<file path="src/design/cslm_pkg.sv">
// Package: shared widths, register indexes, command codes and types of the loss monitor.
`timescale 1ns / 1ps

package cslm_pkg;

    // Field widths
    localparam int ID_W      = 29;
    localparam int SEQ_W     = 8;
    localparam int CNT_W     = 32;
    localparam int CFG_IDX_W = 2;

    // Reset values of the watched identifiers
    localparam logic [ID_W-1:0] ID_A_RESET = 29'h100;
    localparam logic [ID_W-1:0] ID_B_RESET = 29'h101;
    localparam logic [ID_W-1:0] ID_C_RESET = 29'h102;

    // Configuration register indexes
    localparam logic [CFG_IDX_W-1:0] CFG_WATCHED_ID_A = 2'd0;
    localparam logic [CFG_IDX_W-1:0] CFG_WATCHED_ID_B = 2'd1;
    localparam logic [CFG_IDX_W-1:0] CFG_WATCHED_ID_C = 2'd2;

    // Input command codes
    localparam logic CMD_FRAME  = 1'b0;
    localparam logic CMD_REPORT = 1'b1;

    // Last sequence value after reset (no frame seen yet)
    localparam logic [SEQ_W-1:0] SEQ_RESET = 8'hFF;

    // Per-identifier control from the top level to one tracker
    typedef struct packed {
        logic upd;   // frame for this identifier: update history and counter
        logic clr;   // report: clear the lost counter
    } slot_ctrl_t;

endpackage

</file>
<file path="src/design/can_sequence_loss_monitor.sv">
// Top level of the CAN sequence loss monitor.
`timescale 1ns / 1ps

// Counts frames lost on three watched CAN identifiers from the one-byte sequence
// number each frame carries, and reports and clears the three counters on a
// report command. One item is accepted every clock cycle unless a report is
// held in the input register. An accepted item is held in the input register;
// there the identifier compare, the sequence subtract and the saturating counter
// add run combinationally, so a frame updates the counters at the edge after its
// transfer, and a report result is captured in the output register as the report
// leaves the input register. A report waits in the input register only while the
// previous report result has not been taken; frames keep flowing past a pending
// result. Configuration writes always complete.
module can_sequence_loss_monitor
(
    input  logic                            clk,
    input  logic                            rst_n,
    // configuration write channel
    input  logic                            cfg_valid,
    output logic                            cfg_ready,
    input  logic [cslm_pkg::CFG_IDX_W-1:0]  cfg_index,
    input  logic [cslm_pkg::ID_W-1:0]       cfg_data,
    // input channel
    input  logic                            in_valid,
    output logic                            in_ready,
    input  logic                            command,
    input  logic [cslm_pkg::ID_W-1:0]       frame_id,
    input  logic [cslm_pkg::SEQ_W-1:0]      seq_number,
    // result channel
    output logic                            out_valid,
    input  logic                            out_ready,
    output logic [cslm_pkg::CNT_W-1:0]      lost_count_a,
    output logic [cslm_pkg::CNT_W-1:0]      lost_count_b,
    output logic [cslm_pkg::CNT_W-1:0]      lost_count_c
);

    logic [cslm_pkg::ID_W-1:0]  id_a_reg;
    logic [cslm_pkg::ID_W-1:0]  id_b_reg;
    logic [cslm_pkg::ID_W-1:0]  id_c_reg;

    logic                       s1_valid_reg;
    logic                       s1_cmd_reg;
    logic [cslm_pkg::ID_W-1:0]  s1_id_reg;
    logic [cslm_pkg::SEQ_W-1:0] s1_seq_reg;
    logic                       s1_adv;
    logic                       in_xfer;

    logic                       out_valid_reg;
    logic [cslm_pkg::CNT_W-1:0] cnt_a_reg;
    logic [cslm_pkg::CNT_W-1:0] cnt_b_reg;
    logic [cslm_pkg::CNT_W-1:0] cnt_c_reg;

    logic                       hit_a;
    logic                       hit_b;
    logic                       hit_c;
    logic                       frame_go;
    logic                       report_go;
    cslm_pkg::slot_ctrl_t       ctrl_a;
    cslm_pkg::slot_ctrl_t       ctrl_b;
    cslm_pkg::slot_ctrl_t       ctrl_c;
    logic [cslm_pkg::CNT_W-1:0] lost_a;
    logic [cslm_pkg::CNT_W-1:0] lost_b;
    logic [cslm_pkg::CNT_W-1:0] lost_c;

    // Configuration registers; writes never stall
    assign cfg_ready = 1'b1;

    always_ff @(posedge clk or negedge rst_n)
    begin
        if (!rst_n)
        begin
            id_a_reg <= cslm_pkg::ID_A_RESET;
            id_b_reg <= cslm_pkg::ID_B_RESET;
            id_c_reg <= cslm_pkg::ID_C_RESET;
        end
        else if (cfg_valid)
        begin
            unique case (cfg_index)
                cslm_pkg::CFG_WATCHED_ID_A: id_a_reg <= cfg_data;
                cslm_pkg::CFG_WATCHED_ID_B: id_b_reg <= cfg_data;
                cslm_pkg::CFG_WATCHED_ID_C: id_c_reg <= cfg_data;
                default: ;  // unused index: ignored
            endcase
        end
    end

    // Input register handshake: a report holds only while the result is pending
    assign s1_adv   = s1_valid_reg &&
                      ((s1_cmd_reg == cslm_pkg::CMD_FRAME) || !out_valid_reg || out_ready);
    assign in_ready = !s1_valid_reg || s1_adv;
    assign in_xfer  = in_valid && in_ready;

    always_ff @(posedge clk or negedge rst_n)
    begin
        if (!rst_n)
        begin
            s1_valid_reg <= 1'b0;
        end
        else if (in_ready)
        begin
            s1_valid_reg <= in_valid;
        end
    end

    always_ff @(posedge clk)
    begin
        if (in_xfer)
        begin
            s1_cmd_reg <= command;
            s1_id_reg  <= frame_id;
            s1_seq_reg <= seq_number;
        end
    end

    // Identifier match, first watched register wins
    assign frame_go  = s1_adv && (s1_cmd_reg == cslm_pkg::CMD_FRAME);
    assign report_go = s1_adv && (s1_cmd_reg == cslm_pkg::CMD_REPORT);
    assign hit_a     = (s1_id_reg == id_a_reg);
    assign hit_b     = (s1_id_reg == id_b_reg) && !hit_a;
    assign hit_c     = (s1_id_reg == id_c_reg) && !hit_a && !hit_b;

    assign ctrl_a = '{upd: frame_go && hit_a, clr: report_go};
    assign ctrl_b = '{upd: frame_go && hit_b, clr: report_go};
    assign ctrl_c = '{upd: frame_go && hit_c, clr: report_go};

    cslm_slot u_slot_a
    (
        .clk        (clk),
        .rst_n      (rst_n),
        .ctrl       (ctrl_a),
        .seq        (s1_seq_reg),
        .lost_total (lost_a)
    );

    cslm_slot u_slot_b
    (
        .clk        (clk),
        .rst_n      (rst_n),
        .ctrl       (ctrl_b),
        .seq        (s1_seq_reg),
        .lost_total (lost_b)
    );

    cslm_slot u_slot_c
    (
        .clk        (clk),
        .rst_n      (rst_n),
        .ctrl       (ctrl_c),
        .seq        (s1_seq_reg),
        .lost_total (lost_c)
    );

    // Result register: captures the counters as the report clears them
    always_ff @(posedge clk or negedge rst_n)
    begin
        if (!rst_n)
        begin
            out_valid_reg <= 1'b0;
        end
        else if (report_go)
        begin
            out_valid_reg <= 1'b1;
        end
        else if (out_ready)
        begin
            out_valid_reg <= 1'b0;
        end
    end

    always_ff @(posedge clk)
    begin
        if (report_go)
        begin
            cnt_a_reg <= lost_a;
            cnt_b_reg <= lost_b;
            cnt_c_reg <= lost_c;
        end
    end

    assign out_valid    = out_valid_reg;
    assign lost_count_a = cnt_a_reg;
    assign lost_count_b = cnt_b_reg;
    assign lost_count_c = cnt_c_reg;

endmodule

</file>
<file path="src/design/cslm_slot.sv">
// Tracker for one watched identifier: last sequence number and saturating lost counter.
`timescale 1ns / 1ps

module cslm_slot
(
    input  logic                            clk,
    input  logic                            rst_n,
    input  cslm_pkg::slot_ctrl_t            ctrl,
    input  logic [cslm_pkg::SEQ_W-1:0]      seq,
    output logic [cslm_pkg::CNT_W-1:0]      lost_total
);

    logic [cslm_pkg::SEQ_W-1:0] last_seq_reg;
    logic [cslm_pkg::SEQ_W-1:0] last_seq_next;
    logic                       seq_valid_reg;
    logic                       seq_valid_next;
    logic [cslm_pkg::CNT_W-1:0] lost_reg;
    logic [cslm_pkg::CNT_W-1:0] lost_next;
    logic [cslm_pkg::SEQ_W-1:0] gap;
    logic [cslm_pkg::CNT_W:0]   sum;

    // Frames missed = (new - last - 1) mod 256; zero for an in-order frame
    assign gap = seq - last_seq_reg - {{(cslm_pkg::SEQ_W-1){1'b0}}, 1'b1};
    assign sum = {1'b0, lost_reg} + {{(cslm_pkg::CNT_W-cslm_pkg::SEQ_W+1){1'b0}}, gap};

    // Next state
    always_comb
    begin
        last_seq_next  = last_seq_reg;
        seq_valid_next = seq_valid_reg;
        lost_next      = lost_reg;
        if (ctrl.clr)
        begin
            lost_next = '0;
        end
        else if (ctrl.upd)
        begin
            last_seq_next  = seq;
            seq_valid_next = 1'b1;
            if (seq_valid_reg)
            begin
                // saturate at all ones
                lost_next = sum[cslm_pkg::CNT_W] ? {cslm_pkg::CNT_W{1'b1}}
                                                 : sum[cslm_pkg::CNT_W-1:0];
            end
        end
    end

    always_ff @(posedge clk or negedge rst_n)
    begin
        if (!rst_n)
        begin
            last_seq_reg  <= cslm_pkg::SEQ_RESET;
            seq_valid_reg <= 1'b0;
            lost_reg      <= '0;
        end
        else
        begin
            last_seq_reg  <= last_seq_next;
            seq_valid_reg <= seq_valid_next;
            lost_reg      <= lost_next;
        end
    end

    assign lost_total = lost_reg;

endmodule

</file>
<file path="config.mk">
export PLATFORM = sky130hd
export DESIGN_NAME = can_sequence_loss_monitor
export DESIGN_NICKNAME = d
export VERILOG_FILES = /design/src/design/cslm_pkg.sv /design/src/design/can_sequence_loss_monitor.sv /design/src/design/cslm_slot.sv
export SDC_FILE = /design/constraint.sdc
export NUM_CORES = 1
export LEC_CHECK = 0
export BUFFER_PORTS_ARGS = -buffer_cell sky130_fd_sc_hd__buf_2
export CAP_MARGIN = 20
export CORE_ASPECT_RATIO = 0.6
export CORE_MARGIN = 1.5
export CORE_UTILIZATION = 55
export DETAILED_ROUTE_END_ITERATION = 10
export PLACE_DENSITY = 0.75
export SLEW_MARGIN = 5
export SYNTH_ARGS = -nofsm -noshare
export SYNTH_HDL_FRONTEND = slang
export SYNTH_SLANG_ARGS = --single-unit
export TNS_END_PERCENT = 20
</file>
<file path="constraint.sdc">
create_clock -name clk -period 10.5 [get_ports clk]
set_input_delay 3.15 -clock clk [delete_from_list [all_inputs] [get_ports clk]]
set_output_delay 3.15 -clock clk [all_outputs]
set_load 0.01 [all_outputs]
</file>
==> results of run 1 <==
-- kinds of logic (layout without fill, tap and decap cells) --
kind of cell / Yosys count / after routing / share of synthesized area
AOI/OAI and AO/OA: 261 / 261 / 0.106
muxes: 100 / 100 / 0.0690
and+or+nand+nor: 343 / 343 / 0.114
adders and majority gates: 51 / 51 / 0.0420
DFF: 346 / 346 / 0.576
other: 1 / 2 / 0.000231
buffers and inverters: 107 / 295 / 0.0267
xor gates and xnor gates: 123 / 123 / 0.0663
-- power by group --
part | total (mW) | leakage, nW | internal (mW) | switching [mW]
logic | 0.335 | 3.17 | 0.154 | 0.182
registers | 1.56 | 3.96 | 1.50 | 0.0630
clock network | 1.16 | 0.518 | 0.644 | 0.515
-- per-stage QoR --
stage               hold slack, ns  setup WS, ns  instance area (µm²)   util
global placement             0.453          3.75                17500  0.605
detailed placement           0.457          3.74                17500  0.605
floorplan                    0.439          3.41                16300      -
finish                       0.486          3.72                18600  0.642
CTS                          0.491          3.72                18500  0.641
global route                 0.502          3.69                18600  0.642
-- cells in the final DEF (no fill, tap or decap), types with 4 or more instances in the layout --
cell type / Yosys / final
nand3_1: 44 / 43
nand2b_1: 6 / 6
nand2_1: 72 / 72
and2_1: 8 / 7
buf_4: 1 / 11
and3_1: 24 / 24
nor3_1: 36 / 36
a311oi_1: 13 / 13
nor4_1: 14 / 14
nor3_2: 4 / 4
and4_1: 17 / 17
clkinv_2: 0 / 8
clkbuf_1: 39 / 6
clkbuf_16: 0 / 37
nor2_1: 55 / 55
a21oi_1: 71 / 71
a31oi_1: 15 / 15
or3_1: 4 / 4
o211a_1: 6 / 6
xor2_1: 40 / 40
a41oi_1: 4 / 4
edfxtp_1: 134 / 134
nand4_1: 31 / 31
mux2i_1: 4 / 4
ha_1: 45 / 45
mux2_2: 96 / 96
clkinv_1: 0 / 7
inv_1: 50 / 49
dfstp_2: 29 / 29
fa_1: 6 / 6
o21a_1: 8 / 8
nor2b_1: 6 / 6
o21ai_0: 58 / 58
a41o_1: 4 / 4
a21o_1: 14 / 14
o21bai_1: 10 / 10
buf_2: 11 / 170
dfrtp_1: 183 / 183
a211oi_1: 25 / 25
xnor2_1: 83 / 83
-- layer usage --
metal | global-route usage | part of all wire | routed length [µm] | vias to the layer above
met5 | 0 | 0 | 0 | -
met4 | 0.0533 | 0.012 | 459 | 0
met3 | 0.0534 | 0.070 | 2630 | 38
met2 | 0.362 | 0.43 | 16200 | 330
met1 | 0.392 | 0.49 | 18500 | 5621
li1 | - | - | - | 5251
-- final timing paths --
kind | from | to | slack, ns
max in group asynchronous | rst_n | u_slot_b.lost_total[17]$_DFFE_PN0P_ | 6.53
setup reg to reg | s1_seq_reg[1]$_DFFE_PP_ | u_slot_c.lost_total[22]$_DFFE_PN0P_ | 6.04
hold / removal | u_slot_a.seq_valid_reg$_DFFE_PN0P_ | u_slot_a.seq_valid_reg$_DFFE_PN0P_ | 0.49
min in group asynchronous | rst_n | id_b_reg[9]$_DFFE_PN0P_ | 2.63
setup / recovery | out_ready | in_ready | 3.72
hold reg to reg | u_slot_a.seq_valid_reg$_DFFE_PN0P_ | u_slot_a.seq_valid_reg$_DFFE_PN0P_ | 0.49
-- layout make-up --
cell class                      count  area, µm²
Fill cell                        2197      10300
Sequential cell                   346       9370
Multi-Input combinational cell    879       6470
Timing Repair Buffer              183        975
Clock buffer                       43        948
Tap cell                          400        500
Inverter                           50        193
Clock inverter                     19        100
Antenna cell                        1       2.50
-- worst max-delay path: stages --
cell,delay (ns)
buf_2,0.10
nand4b_1,0.21
buf_2,0.18
==> flow_metrics.tcl, run 1 <==
set metrics [dict create \
    cp.required_ns 7.35 \
    min_path_type "flop to flop" \
    io_buffers 171 \
    grt_pass1_vias 10800 \
    synthCells 1332 \
    synth_area_leader_cell "dfrtp_1" \
    p_leak_nw 7.65 \
    stdcell_count 1921 \
    cts-htree-levels 2 \
    cts_made_buffers 34 \
    cts.clk_slew.worst_paths_ns 0.06 \
    cts-resized-gates 0 \
    cts_tree "yes" \
    setup_viol 0 \
    crit_fanout 3 \
    finalSetupTns_ns 0 \
    hold_path_depth 2 \
    root_buffer "clkbuf_16" \
    dp_hpwl_um 25900 \
    ctsHoldBuffers 0 \
    r2r_cells 15 \
    nets 1619 \
    rows 48 \
    initial_core_util 0.563 \
    yosysSeqAreaShare 0.576 \
    ioPinCount 173 \
    synth.most_common_cell "dfrtp_1" \
    cp-start-kind "primary input" \
    first_pass_iters 7 \
    ys_async_sr_fraction 0.613 \
    globalplace.congestion 0.879 \
    synth_seq_cells 346 \
    grt_usage 0.252 \
    worstPathArrival_ns 3.63 \
    max_freq_mhz 147 \
    p_per_area_nw_per_um2 165 \
    yosysUniqueCellTypes 77 \
    min_period_ns 6.78 \
    postCtsSetupBuffers 0 \
    status "complete, no violations" \
    finalMaxSlewViolations 0 \
    cp-end-kind "output port" \
    netlist_area_um2 16300 \
    antenna_found_initial 1 \
    syn2layout_area_growth_pct 14.1 \
    syn_avg_cell_area_um2 12.2 \
    tightest_slew_ns 0.959 \
    hold_viol 0 \
    ys.flop_type "dfrtp_1" \
    die_width_um 225 \
    dieArea_um2 30600 \
    power_mw 3.06 \
    drt_iter0_markers 1059 \
    worst-setup-path-type "primary input to output port" \
    grt_pass1_wl_um 59700 \
    wl_um 37800 \
    post_drt_wl_per_cell_um 19.7 \
    grt_start_max_net_pins 100 \
    cts_sinks 346 \
    placed_cells 1857 \
    period_share 0.646 \
    synth_enable_flop_cells 134 \
    vias 11200 \
    cap_violations 0 \
    cts_buffer_depth 3 \
    via_per_inst 5.85 \
    fp.dieH_um 136 \
    yosysWarnings 0 \
    drive_above_1_share 0.250 \
    grt_overflow 0 \
    syn_nets 1457 \
    synthTopCellsByArea "dfrtp_1, edfxtp_1, mux2_2, dfstp_2, xnor2_1" \
    postRouteAntennaNets 0 \
    max_slew_margin 0.358 \
    clk_latency_ns 0.53 \
    irDropWorstVdd_mv 0.100 \
    skew_ns 0.0217 \
    synthTopCellsByCount "dfrtp_1, edfxtp_1, mux2_2" \
    rsz0062_at_grt "false" \
    core_area_um2 28900 \
    post-synth-top-area-fraction 0.282 \
    drc 0 \
]
No activity file was read; power rests on OpenSTA's default activity.
==> inputs of run 2 (changes only) <==
--- a/config.mk
+++ b/config.mk
@@ -5,13 +5,14 @@
 export SDC_FILE = /design/constraint.sdc
 export NUM_CORES = 1
 export LEC_CHECK = 0
+export ABC_AREA = 1
 export BUFFER_PORTS_ARGS = -buffer_cell sky130_fd_sc_hd__buf_2
 export CAP_MARGIN = 20
 export CORE_ASPECT_RATIO = 0.6
 export CORE_MARGIN = 1.5
 export CORE_UTILIZATION = 55
 export DETAILED_ROUTE_END_ITERATION = 10
-export PLACE_DENSITY = 0.75
+export PLACE_DENSITY = 0.78
 export SLEW_MARGIN = 5
 export SYNTH_ARGS = -nofsm -noshare
 export SYNTH_HDL_FRONTEND = slang
==> constraint.sdc (replaced) <==
create_clock -name clk -period 5.4 [get_ports clk]
set_input_delay 1.62 -clock clk [delete_from_list [all_inputs] [get_ports clk]]
set_output_delay 1.62 -clock clk [all_outputs]
set_load 0.01 [all_outputs]
==> run 2 against run 1 <==
  * Worst hold slack lost 0.013 ns
  * Wire length increased by 31%
  * Via count is 46% higher
  * Clock power rose by 120%
  * Non-clock buffer count stayed put
  * Register-to-register slack worse by 4.8 ns
  * Die area is 16% higher
  * Cell count increased by 57%
  * Power grew 110%
  * Critical endpoint is now u_slot_b.lost_total[22]$_DFFE_PN0P_
  * Highest routed layer unchanged
==> flow_metrics.tcl, run 2 <==
set metrics [dict create \
    status "complete, no violations" \
    ys.flop_type "dfrtp_1" \
    path_buf_inv 1 \
    worstPathArrival_ns 4.65 \
    cts.clk_slew.worst_paths_ns 0.06 \
    ys_async_sr_fraction 0.613 \
    post_drt_wl_per_cell_um 16.4 \
    synth.most_common_cell "nand2_1" \
    p_per_area_nw_per_um2 295 \
    grt.busiest_layer "met1" \
    final_common_cell "nand2_1" \
    clk_latency_ns 0.54 \
    first_pass_iters 6 \
    placed_cell_area_um2 20100 \
    grt_use_met2 0.409 \
    synth_area_leader_cell "dfrtp_1" \
    yosysSeqAreaShare 0.495 \
    grt_pass1_wl_um 80200 \
    met1_usage 0.428 \
    irDropWorstVdd_mv 0.250 \
    seq_power_share 0.478 \
    fin_ws_ns 1.22 \
    netlist_area_um2 18900 \
    grt_overflow 0 \
    drc 0 \
    wl_um 49500 \
    min_period_ns 4.18 \
    cp.required_ns 5.87 \
    hold_path_depth 2 \
    p_sw_mw 1.62 \
    fin_area_um2 21400 \
    r2r_slack_ns 1.22 \
    synth_seq_cells 346 \
    yosysUniqueCellTypes 43 \
    syn_avg_cell_area_um2 7.94 \
    pre_cts_slack_ns 1.27 \
    core_area_um2 33800 \
    yosysWarnings 0 \
    cts-htree-levels 2 \
    crit_slowest_cell "nand4_2" \
    synthCells 2380 \
    setup_viol 0 \
    power.internal_mw 4.69 \
    p_leak_nw 10.6 \
    rsz0062_at_grt "false" \
    postCtsSetupBuffers 0 \
    root_buffer "clkbuf_16" \
    max_slew_margin 0.254 \
    switching_share 0.256 \
    hold_viol 0 \
    drt_iter0_markers 1539 \
    vias 16400 \
    period_share 0.774 \
    dieArea_um2 35500 \
    grtUsageMet3 0.0544 \
    ioPinCount 173 \
    fp.dieH_um 147 \
    finalMaxSlewViolations 0 \
    finalSetupTns_ns 0 \
    drive_above_1_share 0.122 \
    cp-end-kind "flop" \
    io_buffers 171 \
    crit_chain "inv_1 -> fa_1 -> o21ai_0 -> nand2_1 -> nand2_1 -> a21oi_1 -> xnor2_1 -> ha_1 -> nand2_1 -> nor2_1 -> nand2_1 -> o21ai_4 -> nand4_2 -> nand3_1 -> nand3_1 -> nand2_1" \
    skew_ns 0.0185 \
    r2r_cells 16 \
    globalplace.congestion 0.948 \
    cts_sinks 346 \
    nets 2657 \
    cap_violations 0 \
    rows 52 \
    placed_cells 2952 \
    power_frac_clock 0.410 \
    cts_made_buffers 35 \
    postRouteAntennaNets 0 \
    grt_pass1_vias 15600 \
    worst-setup-path-type "flop to flop" \
    grt_usage 0.281 \
    synthTopCellsByArea "dfrtp_1, edfxtp_1, nand2_1, nand3_1, inv_1" \
    initial_core_util 0.560 \
    min_to "u_slot_a.last_seq_reg[0]$_DFFE_PN1P_" \
    final_cell_mix "nand2_1, inv_1, nand3_1, dfrtp_1, buf_2" \
    r2r-end "u_slot_b.lost_total[22]$_DFFE_PN0P_" \
    cpPeakStageDelay_ns 0.71 \
    cts_tree "yes" \
    grt_start_max_net_pins 97 \
    cp-start-kind "flop" \
    r2r_start "s1_seq_reg[1]$_DFFE_PP_" \
    post-synth-top-area-fraction 0.242 \
    path_delay_family "simple AND/OR/NAND/NOR gates" \
    synthTopCellsByCount "nand2_1, inv_1, nand3_1" \
    cts_buffer_depth 3 \
    stdcell_count 3020 \
    max_freq_mhz 239 \
    die_width_um 242 \
    via_per_inst 5.44 \
    syn2layout_area_growth_pct 13.2 \
    crit_fanout 31 \
    antenna_found_initial 3 \
    min_path_type "flop to flop" \
    syn_nets 2505 \
    synth_enable_flop_cells 134 \
    p_comb_frac 0.112 \
    tightest_slew_ns 1.12 \
    fin_hold_ws_ns 0.473 \
    crit_top_cell "nand2_1" \
    hp-start "u_slot_a.last_seq_reg[0]$_DFFE_PN1P_" \
    ctsHoldBuffers 0 \
    cts-resized-gates 0 \
    dp_hpwl_um 34700 \
]
-- run 2: cell count changes in the layout (fill, tap and decap cells not counted), moves of 14 or more --
cell      change
a211oi_1     -25
mux2_2       -96
and4_1       -17
a21oi_1      -41
nor2_1       +78
a31oi_1      -15
nand3_1     +267
inv_1       +266
nand3b_1     +14
nand2_1     +701
xnor2_1      -42
o21ai_0      +65
and3_1       -24
-- run 2: cells by family after synthesis --
group / share of synthesized area
AND/OR/NAND/NOR: 0.305
buffers and inverters: 0.0825
flip-flops: 0.495
AO/OA/AOI/OAI: 0.0492
XOR/XNOR: 0.0315
adder cells (fa/ha/maj): 0.0361
other: 0.000198
-- run 2: layout make-up --
type                       instances  area [µm²]
clock inverter                    16         206
inverter                         328        1240
tap                              459         574
fill                            2897       12400
antenna                            3        7.51
timing repair buffer             183        1010
sequential                       346        9370
multi-input combinational       1638        7990
clock buffer                      47        1000
-- run 2: tightest hold or removal path, cell delays in order (launching register included) --
cell and delay (ns):
dfstp_2 0.37, nand2_1 0.05, o21ai_1 0.05
-- run 2: how the worst max path moves through the flow --
stage                                       start                             endpoint  slack (ns)  cells past startpoint
after detailed placement  s1_seq_reg[1]$_DFFE_PP_  u_slot_b.lost_total[22]$_DFFE_PN0P_        1.27                     16
after CTS                 s1_seq_reg[1]$_DFFE_PP_  u_slot_b.lost_total[22]$_DFFE_PN0P_        1.26                     16
final                     s1_seq_reg[1]$_DFFE_PP_  u_slot_b.lost_total[22]$_DFFE_PN0P_        1.22                     16
after global placement    s1_seq_reg[1]$_DFFE_PP_  u_slot_b.lost_total[22]$_DFFE_PN0P_        1.49                     16
after floorplan                         out_ready            lost_count_a[0]$_DFFE_PP_        0.75                      6
after global routing      s1_seq_reg[1]$_DFFE_PP_  u_slot_b.lost_total[27]$_DFFE_PN0P_        0.84                     16
-- run 2: through the flow --
step                 util  power (mW)
floorplan               -        3.49
global placement    0.596        3.72
detailed placement  0.596        3.76
CTS                 0.632        6.34
global route        0.634        6.58
finish              0.634        6.31
-- run 2: routing by layer --
| metal | vias up | wire [µm] |
|---|---|---|
| met5 | - | 0 |
| met4 | 0 | 1090 |
| met3 | 77 | 4010 |
| met2 | 648 | 21000 |
| met1 | 7735 | 23400 |
| li1 | 7958 | - |
-- run 2: power by group through the flow --
stage | Clock (mW) | Combinational (mW) | Sequential (mW)
global placement | 0 | 0.665 | 3.05
CTS | 2.63 | 0.698 | 3.02
finish | 2.58 | 0.706 | 3.02
floorplan | 0 | 0.437 | 3.05
detailed placement | 0 | 0.692 | 3.06
global route | 2.74 | 0.801 | 3.04
